--- src/rtl/sssc_pkg.sv ---
package sssc_pkg;

    localparam int DIGITS = 4;
    localparam int DW     = $clog2(DIGITS);

    // APB register map
    localparam int PADDR_W = 4;
    localparam logic [1:0] REG_COMMON_ANODE = 2'd0;
    localparam logic [1:0] REG_SCAN_PERIOD  = 2'd1;
    localparam logic [1:0] REG_BLINK_SCANS  = 2'd2;

    localparam logic [7:0] SEG_BLANK = 8'h00;
    localparam logic [7:0] SEG_ZERO  = 8'h3F;
    localparam logic [7:0] SEG_DOT   = 8'h80;

    // 2^35 / 10, rounded up: exact quotient for any 32-bit value
    localparam logic [31:0] RECIP_TEN = 32'hCCCC_CCCD;

    typedef enum logic [2:0] {
        MODE_TICK      = 3'd0,
        MODE_RAW       = 3'd1,
        MODE_INT       = 3'd2,
        MODE_INT_DOT   = 3'd3,
        MODE_TIME      = 3'd4,
        MODE_BLINK_ON  = 3'd5,
        MODE_BLINK_OFF = 3'd6
    } t_mode;

    typedef enum logic [2:0] {
        ST_IDLE,
        ST_MUL,
        ST_DIG,
        ST_LZ,
        ST_DOT
    } t_state;

    typedef struct packed {
        logic       common_anode;
        logic [7:0] scan_period;
        logic [7:0] blink_scans;
    } t_cfg;

    typedef struct packed {
        logic tick;
        logic raw_wr;
        logic time_wr;
        logic blink_on;
        logic blink_off;
        logic int_load;
        logic with_dot;
        logic mul;
        logic dig_wr;
        logic lz_step;
        logic dot_wr;
    } t_cmd;

    typedef struct packed {
        logic idx_zero;
        logic idx_lz_last;
        logic dot_en;
        logic dot_ok;
        logic out_blocked;
    } t_status;

    function automatic logic [7:0] seg_code(input logic [3:0] d);
        logic [7:0] s;
        case (d)
            4'd0:    s = 8'h3F;
            4'd1:    s = 8'h06;
            4'd2:    s = 8'h5B;
            4'd3:    s = 8'h4F;
            4'd4:    s = 8'h66;
            4'd5:    s = 8'h6D;
            4'd6:    s = 8'h7D;
            4'd7:    s = 8'h27;
            4'd8:    s = 8'h7F;
            4'd9:    s = 8'h6F;
            default: s = 8'h00;
        endcase
        return s;
    endfunction

    function automatic logic [6:0] sat99(input logic [6:0] v);
        return (v > 7'd99) ? 7'd99 : v;
    endfunction

    // tens digit of a value up to 99: v * 205 / 2048
    function automatic logic [3:0] tens_of(input logic [6:0] v);
        logic [14:0] p;
        p = 15'(v) * 15'd205;
        return p[14:11];
    endfunction

    function automatic logic [3:0] ones_of(input logic [6:0] v);
        logic [6:0] t;
        t = 7'(tens_of(v)) * 7'd10;
        return 4'(v - t);
    endfunction

endpackage

--- src/rtl/sssc_div10.sv ---
module sssc_div10
    import sssc_pkg::*;
(
    input  logic        i_clk,
    input  logic        i_load,
    input  logic [31:0] i_value,
    input  logic        i_mul,
    input  logic        i_step,
    output logic [3:0]  o_digit
);

    logic [31:0] r_val;
    logic [28:0] r_q;
    logic [63:0] w_prod;
    logic [31:0] w_q10;
    logic [31:0] w_rem;

    assign w_prod  = 64'(r_val) * 64'(RECIP_TEN);
    assign w_q10   = (32'(r_q) << 3) + (32'(r_q) << 1);
    assign w_rem   = r_val - w_q10;
    assign o_digit = w_rem[3:0];

    always_ff @(posedge i_clk) begin
        if (i_load) begin
            r_val <= i_value;
        end else if (i_step) begin
            r_val <= 32'(r_q);
        end
        if (i_mul) begin
            r_q <= w_prod[63:35];
        end
    end

endmodule

--- src/rtl/sssc_dpath.sv ---
module sssc_dpath
    import sssc_pkg::*;
(
    input  logic        i_clk,
    input  logic        i_rst_n,
    input  t_cfg        i_cfg,
    input  t_cmd        i_cmd,
    output t_status     o_st,
    input  logic [2:0]  i_digit_index,
    input  logic [31:0] i_number,
    input  logic [2:0]  i_dot_position,
    input  logic [6:0]  i_hours,
    input  logic [6:0]  i_minutes,
    input  logic [6:0]  i_seconds,
    input  logic        i_out_stall,
    output logic        o_out_valid,
    output logic [7:0]  o_segment_drive,
    output logic [2:0]  o_digit_select
);

    logic [7:0]    r_buf [DIGITS];
    logic [7:0]    n_buf [DIGITS];
    logic [DIGITS-1:0] r_blink_en, n_blink_en;
    logic [DIGITS-1:0] r_phase_off, n_phase_off;
    logic [DW-1:0] r_scan;
    logic [7:0]    r_ms, r_bc;
    logic [DW-1:0] r_idx;
    logic [DW-1:0] r_dot;
    logic          r_dot_en;
    logic          r_stop;
    logic          r_out_valid;
    logic [7:0]    r_seg;
    logic [DW-1:0] r_sel;

    logic [DW-1:0] w_rd_addr;
    logic [7:0]    w_rd;
    logic [7:0]    w_mask;
    logic          w_di_ok;
    logic [DW-1:0] w_di;
    logic [7:0]    w_ms_inc, w_bc_inc;
    logic          w_fire, w_toggle;
    logic [3:0]    w_digit;
    logic [6:0]    w_hh, w_mm, w_ss;
    logic [7:0]    w_slot_seg;

    sssc_div10 u_div10 (
        .i_clk   (i_clk),
        .i_load  (i_cmd.int_load),
        .i_value (i_number),
        .i_mul   (i_cmd.mul),
        .i_step  (i_cmd.dig_wr),
        .o_digit (w_digit)
    );

    assign w_mask    = i_cfg.common_anode ? 8'hFF : 8'h00;
    assign w_di      = i_digit_index[DW-1:0];
    assign w_di_ok   = {1'b0, i_digit_index} < 4'(DIGITS);
    assign w_rd_addr = i_cmd.lz_step ? r_idx : (i_cmd.dot_wr ? r_dot : r_scan);
    assign w_rd      = r_buf[w_rd_addr];
    assign w_ms_inc  = r_ms + 8'd1;
    assign w_bc_inc  = r_bc + 8'd1;
    assign w_fire    = i_cmd.tick && (w_ms_inc >= i_cfg.scan_period);
    assign w_toggle  = w_bc_inc >= i_cfg.blink_scans;
    assign w_hh      = sat99(i_hours);
    assign w_mm      = sat99(i_minutes);
    assign w_ss      = sat99(i_seconds);
    assign w_slot_seg = (r_blink_en[r_scan] && r_phase_off[r_scan]) ? SEG_BLANK : w_rd;

    assign o_st.idx_zero    = (r_idx == '0);
    assign o_st.idx_lz_last = (r_idx == DW'(DIGITS - 2));
    assign o_st.dot_en      = r_dot_en;
    assign o_st.dot_ok      = (i_dot_position != 3'd0) && ({1'b0, i_dot_position} < 4'(DIGITS));
    assign o_st.out_blocked = r_out_valid && i_out_stall;

    always_comb begin
        n_buf       = r_buf;
        n_blink_en  = r_blink_en;
        n_phase_off = r_phase_off;
        if (i_cmd.raw_wr && w_di_ok) begin
            n_buf[w_di] = i_number[7:0] ^ w_mask;
        end
        if (i_cmd.time_wr) begin
            n_buf[DW'(0)] = (tens_of(w_hh) != 4'd0) ? seg_code(tens_of(w_hh)) : SEG_BLANK;
            n_buf[DW'(1)] = seg_code(ones_of(w_hh));
            n_buf[DW'(2)] = seg_code(tens_of(w_mm));
            n_buf[DW'(3)] = seg_code(ones_of(w_mm));
            if (DIGITS >= 6) begin
                n_buf[DW'(4 % DIGITS)] = seg_code(tens_of(w_ss));
                n_buf[DW'(5 % DIGITS)] = seg_code(ones_of(w_ss));
            end
        end
        if (i_cmd.dig_wr) begin
            n_buf[r_idx] = seg_code(w_digit);
        end
        if (i_cmd.lz_step && !r_stop && (w_rd == SEG_ZERO)) begin
            n_buf[r_idx] = SEG_BLANK;
        end
        if (i_cmd.dot_wr) begin
            n_buf[r_dot] = w_rd | SEG_DOT;
        end
        if (i_cmd.blink_on && w_di_ok) begin
            n_blink_en[w_di]  = 1'b1;
            n_phase_off[w_di] = 1'b1;
        end
        if (i_cmd.blink_off && w_di_ok) begin
            n_blink_en[w_di]  = 1'b0;
            n_phase_off[w_di] = 1'b0;
        end
        if (w_fire && w_toggle) begin
            n_phase_off = n_phase_off ^ r_blink_en;
        end
    end

    always_ff @(posedge i_clk) begin
        if (!i_rst_n) begin
            for (int i = 0; i < DIGITS; i++) begin
                r_buf[i] <= SEG_BLANK;
            end
            r_blink_en  <= '0;
            r_phase_off <= '0;
            r_scan      <= '0;
            r_ms        <= '0;
            r_bc        <= '0;
            r_idx       <= '0;
            r_dot_en    <= 1'b0;
            r_stop      <= 1'b0;
            r_out_valid <= 1'b0;
        end else begin
            r_buf       <= n_buf;
            r_blink_en  <= n_blink_en;
            r_phase_off <= n_phase_off;
            if (i_cmd.tick) begin
                r_ms <= w_fire ? 8'd0 : w_ms_inc;
            end
            if (w_fire) begin
                r_scan <= (r_scan == DW'(DIGITS - 1)) ? '0 : r_scan + 1'b1;
                r_bc   <= w_toggle ? 8'd0 : w_bc_inc;
            end
            if (i_cmd.int_load) begin
                r_idx    <= DW'(DIGITS - 1);
                r_dot_en <= i_cmd.with_dot;
            end else if (i_cmd.dig_wr) begin
                if (r_idx == '0) begin
                    r_stop <= 1'b0;
                end else begin
                    r_idx <= r_idx - 1'b1;
                end
            end else if (i_cmd.lz_step) begin
                r_idx <= r_idx + 1'b1;
                if (r_stop || (w_rd != SEG_ZERO)) begin
                    r_stop <= 1'b1;
                end
            end
            if (w_fire) begin
                r_out_valid <= 1'b1;
            end else if (!i_out_stall) begin
                r_out_valid <= 1'b0;
            end
        end
    end

    always_ff @(posedge i_clk) begin
        if (i_cmd.int_load) begin
            r_dot <= i_dot_position[DW-1:0];
        end
        if (w_fire) begin
            r_seg <= w_slot_seg ^ w_mask;
            r_sel <= r_scan;
        end
    end

    assign o_out_valid     = r_out_valid;
    assign o_segment_drive = r_seg;
    assign o_digit_select  = 3'(r_sel);

endmodule

--- src/rtl/sssc_ctrl.sv ---
module sssc_ctrl
    import sssc_pkg::*;
(
    input  logic       i_clk,
    input  logic       i_rst_n,
    input  logic       i_in_valid,
    input  logic [2:0] i_mode,
    input  t_status    i_st,
    output logic       o_in_stall,
    output t_cmd       o_cmd
);

    t_state r_state, n_state;
    t_mode  w_mode;
    logic   w_acc;

    assign w_mode     = t_mode'(i_mode);
    assign o_in_stall = (r_state != ST_IDLE) || ((w_mode == MODE_TICK) && i_st.out_blocked);
    assign w_acc      = i_in_valid && !o_in_stall;

    always_comb begin
        n_state = r_state;
        case (r_state)
            ST_IDLE: begin
                if (w_acc && ((w_mode == MODE_INT) ||
                              ((w_mode == MODE_INT_DOT) && i_st.dot_ok))) begin
                    n_state = ST_MUL;
                end
            end
            ST_MUL: n_state = ST_DIG;
            ST_DIG: n_state = i_st.idx_zero ? ST_LZ : ST_MUL;
            ST_LZ: begin
                if (i_st.idx_lz_last) begin
                    n_state = i_st.dot_en ? ST_DOT : ST_IDLE;
                end
            end
            ST_DOT:  n_state = ST_IDLE;
            default: n_state = ST_IDLE;
        endcase
    end

    always_comb begin
        o_cmd = '0;
        case (r_state)
            ST_IDLE: begin
                if (w_acc) begin
                    case (w_mode)
                        MODE_TICK:      o_cmd.tick      = 1'b1;
                        MODE_RAW:       o_cmd.raw_wr    = 1'b1;
                        MODE_INT:       o_cmd.int_load  = 1'b1;
                        MODE_INT_DOT: begin
                            o_cmd.int_load = i_st.dot_ok;
                            o_cmd.with_dot = 1'b1;
                        end
                        MODE_TIME:      o_cmd.time_wr   = 1'b1;
                        MODE_BLINK_ON:  o_cmd.blink_on  = 1'b1;
                        MODE_BLINK_OFF: o_cmd.blink_off = 1'b1;
                        default:        o_cmd = '0;
                    endcase
                end
            end
            ST_MUL:  o_cmd.mul     = 1'b1;
            ST_DIG:  o_cmd.dig_wr  = 1'b1;
            ST_LZ:   o_cmd.lz_step = 1'b1;
            ST_DOT:  o_cmd.dot_wr  = 1'b1;
            default: o_cmd = '0;
        endcase
    end

    always_ff @(posedge i_clk) begin
        if (!i_rst_n) begin
            r_state <= ST_IDLE;
        end else begin
            r_state <= n_state;
        end
    end

endmodule

--- src/rtl/seven_segment_scan_controller_core.sv ---
// Ticks, raw, time and blink transfers act directly on acceptance; a tick that ends a slot
// has its result in the output register from the cycle after acceptance.
// Integer writes run the shared divide-by-ten unit (multiply, then digit write) for
// each digit, then the leading-zero pass, then a dot write when a dot is set.
// Reset (i_rst_n, synchronous, active low): buffer blank, blink off, counters
// zero, registers at common cathode, scan period 2, blink scans 250.
module seven_segment_scan_controller_core
    import sssc_pkg::*;
(
    input  logic               i_clk,
    input  logic               i_rst_n,
    // item input
    input  logic               i_in_valid,
    output logic               o_in_stall,
    input  logic [2:0]         i_mode,
    input  logic [2:0]         i_digit_index,
    input  logic [31:0]        i_number,
    input  logic [2:0]         i_dot_position,
    input  logic [6:0]         i_hours,
    input  logic [6:0]         i_minutes,
    input  logic [6:0]         i_seconds,
    // result output
    output logic               o_out_valid,
    input  logic               i_out_stall,
    output logic [7:0]         o_segment_drive,
    output logic [2:0]         o_digit_select,
    // APB configuration
    input  logic               psel,
    input  logic               penable,
    input  logic               pwrite,
    input  logic [PADDR_W-1:0] paddr,
    input  logic [31:0]        pwdata,
    output logic [31:0]        prdata,
    output logic               pready
);

    t_cfg    r_cfg;
    t_cmd    w_cmd;
    t_status w_st;
    logic    w_wr;
    logic [1:0] w_reg;

    // APB: zero wait states, write lands on the access phase
    assign pready = 1'b1;
    assign w_reg  = paddr[3:2];
    assign w_wr   = psel && penable && pwrite && pready;

    always_ff @(posedge i_clk) begin
        if (!i_rst_n) begin
            r_cfg.common_anode <= 1'b0;
            r_cfg.scan_period  <= 8'd2;
            r_cfg.blink_scans  <= 8'd250;
        end else if (w_wr) begin
            case (w_reg)
                REG_COMMON_ANODE: r_cfg.common_anode <= pwdata[0];
                REG_SCAN_PERIOD:  r_cfg.scan_period  <= pwdata[7:0];
                REG_BLINK_SCANS:  r_cfg.blink_scans  <= pwdata[7:0];
                default:          r_cfg <= r_cfg;
            endcase
        end
    end

    always_comb begin
        case (w_reg)
            REG_COMMON_ANODE: prdata = {31'd0, r_cfg.common_anode};
            REG_SCAN_PERIOD:  prdata = {24'd0, r_cfg.scan_period};
            REG_BLINK_SCANS:  prdata = {24'd0, r_cfg.blink_scans};
            default:          prdata = 32'd0;
        endcase
    end

    // sequencer: decodes the accepted transfer and steps integer conversion
    sssc_ctrl u_ctrl (
        .i_clk      (i_clk),
        .i_rst_n    (i_rst_n),
        .i_in_valid (i_in_valid),
        .i_mode     (i_mode),
        .i_st       (w_st),
        .o_in_stall (o_in_stall),
        .o_cmd      (w_cmd)
    );

    // buffers, blink state, scan counters and the output register
    sssc_dpath u_dpath (
        .i_clk           (i_clk),
        .i_rst_n         (i_rst_n),
        .i_cfg           (r_cfg),
        .i_cmd           (w_cmd),
        .o_st            (w_st),
        .i_digit_index   (i_digit_index),
        .i_number        (i_number),
        .i_dot_position  (i_dot_position),
        .i_hours         (i_hours),
        .i_minutes       (i_minutes),
        .i_seconds       (i_seconds),
        .i_out_stall     (i_out_stall),
        .o_out_valid     (o_out_valid),
        .o_segment_drive (o_segment_drive),
        .o_digit_select  (o_digit_select)
    );

endmodule
--- config.mk ---
export PLATFORM = sky130hd
export DESIGN_NAME = seven_segment_scan_controller_core
export DESIGN_NICKNAME = d
export VERILOG_FILES = /design/src/rtl/sssc_pkg.sv /design/src/rtl/sssc_div10.sv /design/src/rtl/sssc_dpath.sv /design/src/rtl/sssc_ctrl.sv /design/src/rtl/seven_segment_scan_controller_core.sv
export SDC_FILE = /design/constraint.sdc
export NUM_CORES = 2
export LEC_CHECK = 0
export BUFFER_PORTS_ARGS = -buffer_cell sky130_fd_sc_hd__clkbuf_2
export CORE_AREA = 2 2 210 212
export CTS_BUF_LIST = sky130_fd_sc_hd__clkbuf_8
export DETAILED_ROUTE_END_ITERATION = 8
export DIE_AREA = 0 0 212 214
export GPL_TIMING_DRIVEN = 0
export HOLD_SLACK_MARGIN = 0.06
export PLACE_DENSITY_LB_ADDON = 0.3
export SLEW_MARGIN = 30
export SYNTH_ARGS = -nofsm -noshare
export SYNTH_HDL_FRONTEND = slang
export SYNTH_SLANG_ARGS = --single-unit
--- constraint.sdc ---
create_clock -name i_clk -period 17.7 [get_ports i_clk]
set_input_delay 0.885 -clock i_clk [delete_from_list [all_inputs] [get_ports i_clk]]
set_output_delay 0.885 -clock i_clk [all_outputs]
set_load 0.005 [all_outputs]
==> results.yml <==
outcome:
  status: "finished clean"
synthesis:
  synth_top_area_share_pct: 33.2
  yosysSeqAreaShare_pct: 15.1
  synth_compound_area_share_pct: 8.46
  syn_inst: 2557
  synthSimpleGateAreaFrac_pct: 6.47
  synth_xor_area_share_pct: 2.83
  yosys_warnings: 0
  netlist_area_sq_um: 25500
  synth_top_family_by_area: "adder cells"
  async_flop_share_pct: 0
  yosysTopAreaCell: "fa_1"
  synth.top_cells.by_area: "fa_1 (33%), ha_1 (20%), inv_1 (9.7%)"
  synth_fa_ha_area_share_pct: 52.8
  synth_flop_cell: "dfxtp_1"
  synth_edf_count: 73
  muxShareOfSynthArea_pct: 3.04
  synth_seq_cells: 156
  yosysUniqueCellTypes: 72
  synth.avg_cell_area_sq_um: 9.99
timing:
  finalWorstSetupSlack_ns: 8.72
  final_max_slew_viol_count: 0
  period_needed_ns: 8.98
  slew_headroom_pct: 30.8
  fin_crit_sh_pct: 50.7
  finalSetupViolCount: 0
  fmax_mhz: 111
  rsz0062_at_grt: "no"
  setup_tns_ns: 0
  hold_viol: 0
  worst_pin_slew_ns: 1.01
  fin_skew_ns: 0.0549
hold_path:
  worstHoldPathType: "reg2reg"
detailed_routing:
  dr.pass1.iters: 7
  wl_um: 66300
  ant_nets: 0
  post_drt_wl_per_cell_um: 20.2
  post-route-drc-count: 0
  via_per_inst: 5.54
  num_vias: 18200
  drt_iter0_markers: 1234
final_layout:
  drive_above_1_share_pct: 7.59
  register_area_sq_um: 3850
  final_common_cell: "inv_1"
  multi_input_area_sq_um: 18900
  fin_util_pct: 63.5
  final_cell_mix: "inv_1 (663), fa_1 (423), ha_1 (402)"
  area_delta_synth_final_pct: 6.60
  nets: 3618
  final.fill_count: 3548
die:
  ios: 151
  die_width_um: 212
  rows: 76
  die-area_sq_um: 45400
  coreArea_sq_um: 42900
  start_util_pct: 59.6
  die_h_um: 214
cts:
  cts_setup_buffers: 0
  numCtsBuffers: 17
  clk_latency_ns: 0.56
  cts_tree: "done"
  cts_resized: 0
  clock-sinks: 156
  clock_tree.root_cell: "clkbuf_8"
  htree_levels: 4
  cts_hold_buf: 0
  clockBufferDepth: 2
  clk_pin_slew_worst_paths_ns: 0.11
critical_path:
  cp-start-kind: "flip-flop"
  slowest_stage: "a2111oi_0"
  cp_max_fo: 5
  crit_family: "adder cells"
  critPathBufInv: 6
  crit_required_ns: 17.97
  crit_type: "reg2reg"
  cpPeakStageDelay_ns: 0.77
  crit_path_end_kind: "flip-flop"
  critical_path_arrival_ns: 9.25
  critPathMostFrequentCell: "fa_1"
global_route:
  overflow: 0
  antenna_found_initial: 0
  grt_max_degree: 33
  grt_pass1_wl_um: 105000
  track_usage_pct: 30.7
  grt_pass1_vias: 19300
placement:
  dp_hpwl_um: 57500
  numPortBuffers: 84
  dp_slack_ns: 8.83
  place.gp.congestion: 1.00
flow_run:
  maxCapViolations: 0
[per-layer routing]
metal  wire length [um]  vias to the layer above  track usage, %  share of wire (%)
met5                  0                        -               0                  0
met4               2620                        0            12.3                4.0
met1              27200                     9067            40.8                 41
met2              31900                      635            50.3                 48
met3               4600                      123            4.75                6.9
li1                   -                     8399               -                  -
[synthesized netlist by cell type, types with 16 or more instances]
master and count:
nor3_1 24, o21ai_0 37, nand3_1 33, xor2_1 26, fa_1 423, inv_1 663
edfxtp_1 73, xnor2_1 52, mux2i_1 37, nor2_1 122, dfxtp_1 83, buf_4 27
o211ai_1 22, o22ai_1 27, a21oi_1 117, nand2b_1 16, a21o_1 35, ha_1 402
mux2_2 36, nand2_1 90, clkbuf_1 29
[worst paths after layout]
kind	start	end	slack [ns]	cells after the start
worst max-delay path	u_dpath.u_div10.r_val[9]	u_dpath.u_div10.r_q[28]	8.72	25
worst min-delay path	u_dpath.r_dot_en	u_ctrl.r_state[2]	0.45	2
worst min register to register	u_dpath.r_dot_en	u_ctrl.r_state[2]	0.45	2
worst max register to register	u_dpath.u_div10.r_val[9]	u_dpath.u_div10.r_q[28]	8.72	25
[worst register-to-register path, stage by stage, from the launching register on]
cell       delay, ns
edfxtp_1        0.67
ha_1            0.50
inv_1           0.25
fa_1            0.55
inv_1           0.05
fa_1            0.48
fa_1            0.52
inv_1           0.06
fa_1            0.52
fa_1            0.51
inv_1           0.06
fa_1            0.47
inv_1           0.05
fa_1            0.47
inv_1           0.06
ha_1            0.32
a21oi_1         0.15
o22ai_1         0.16
o211ai_1        0.35
a311oi_1        0.15
o21ai_1         0.71
o21ai_1         0.39
a2111oi_0       0.77
o31ai_1         0.22
a21oi_1         0.21
xnor2_1         0.09
[logic make-up after synthesis]
kind of cell / count (synthesis)
fa+ha+maj: 825
buf+inv: 732
xor+xnor: 80
mux: 73
other cells: 2
flops: 156
simple gates: 353
compound gates: 336
[sequential cells by signal, summed over array words and instances (netlist names), named ones only]
register	flops
u_dpath.r_scan	2
u_dpath.u_div10.r_val	32
u_dpath.u_div10.r_q	29
u_dpath.o_segment_drive	8
u_dpath.o_out_valid	1
r_cfg	17
u_dpath.r_sel	2
u_dpath.r_phase_off	4
u_dpath.r_bc	8
u_dpath.r_stop	1
u_dpath.r_buf	32
u_dpath.r_dot	2
u_ctrl.r_state	3
u_dpath.r_ms	8
u_dpath.r_idx	2
u_dpath.r_dot_en	1
[through the flow]
step,area (sq um),hold WS (ns),std cells
floorplan,25600,0.422,2581
global placement,26800,0.440,3250
finish,27200,0.452,3287
CTS,27200,0.463,3286
global route,27200,0.485,3286
detailed placement,26800,0.450,3254
[cell type report]
| class | count | area share (%) |
|---|---|---|
| Clock inverter | 15 | 0.588 |
| Tap cell | 585 | 2.69 |
| Inverter | 664 | 9.15 |
| Multi-Input combinational cell | 1693 | 69.5 |
| Timing Repair Buffer | 88 | 1.65 |
| Buffer | 68 | 1.40 |
| Sequential cell | 156 | 14.2 |
| Antenna cell | 1 | 0.00919 |
| Clock buffer | 17 | 0.859 |
Power is not shown: default switching activity piles up to over one toggle a cycle in this logic, so the estimate is an artifact.
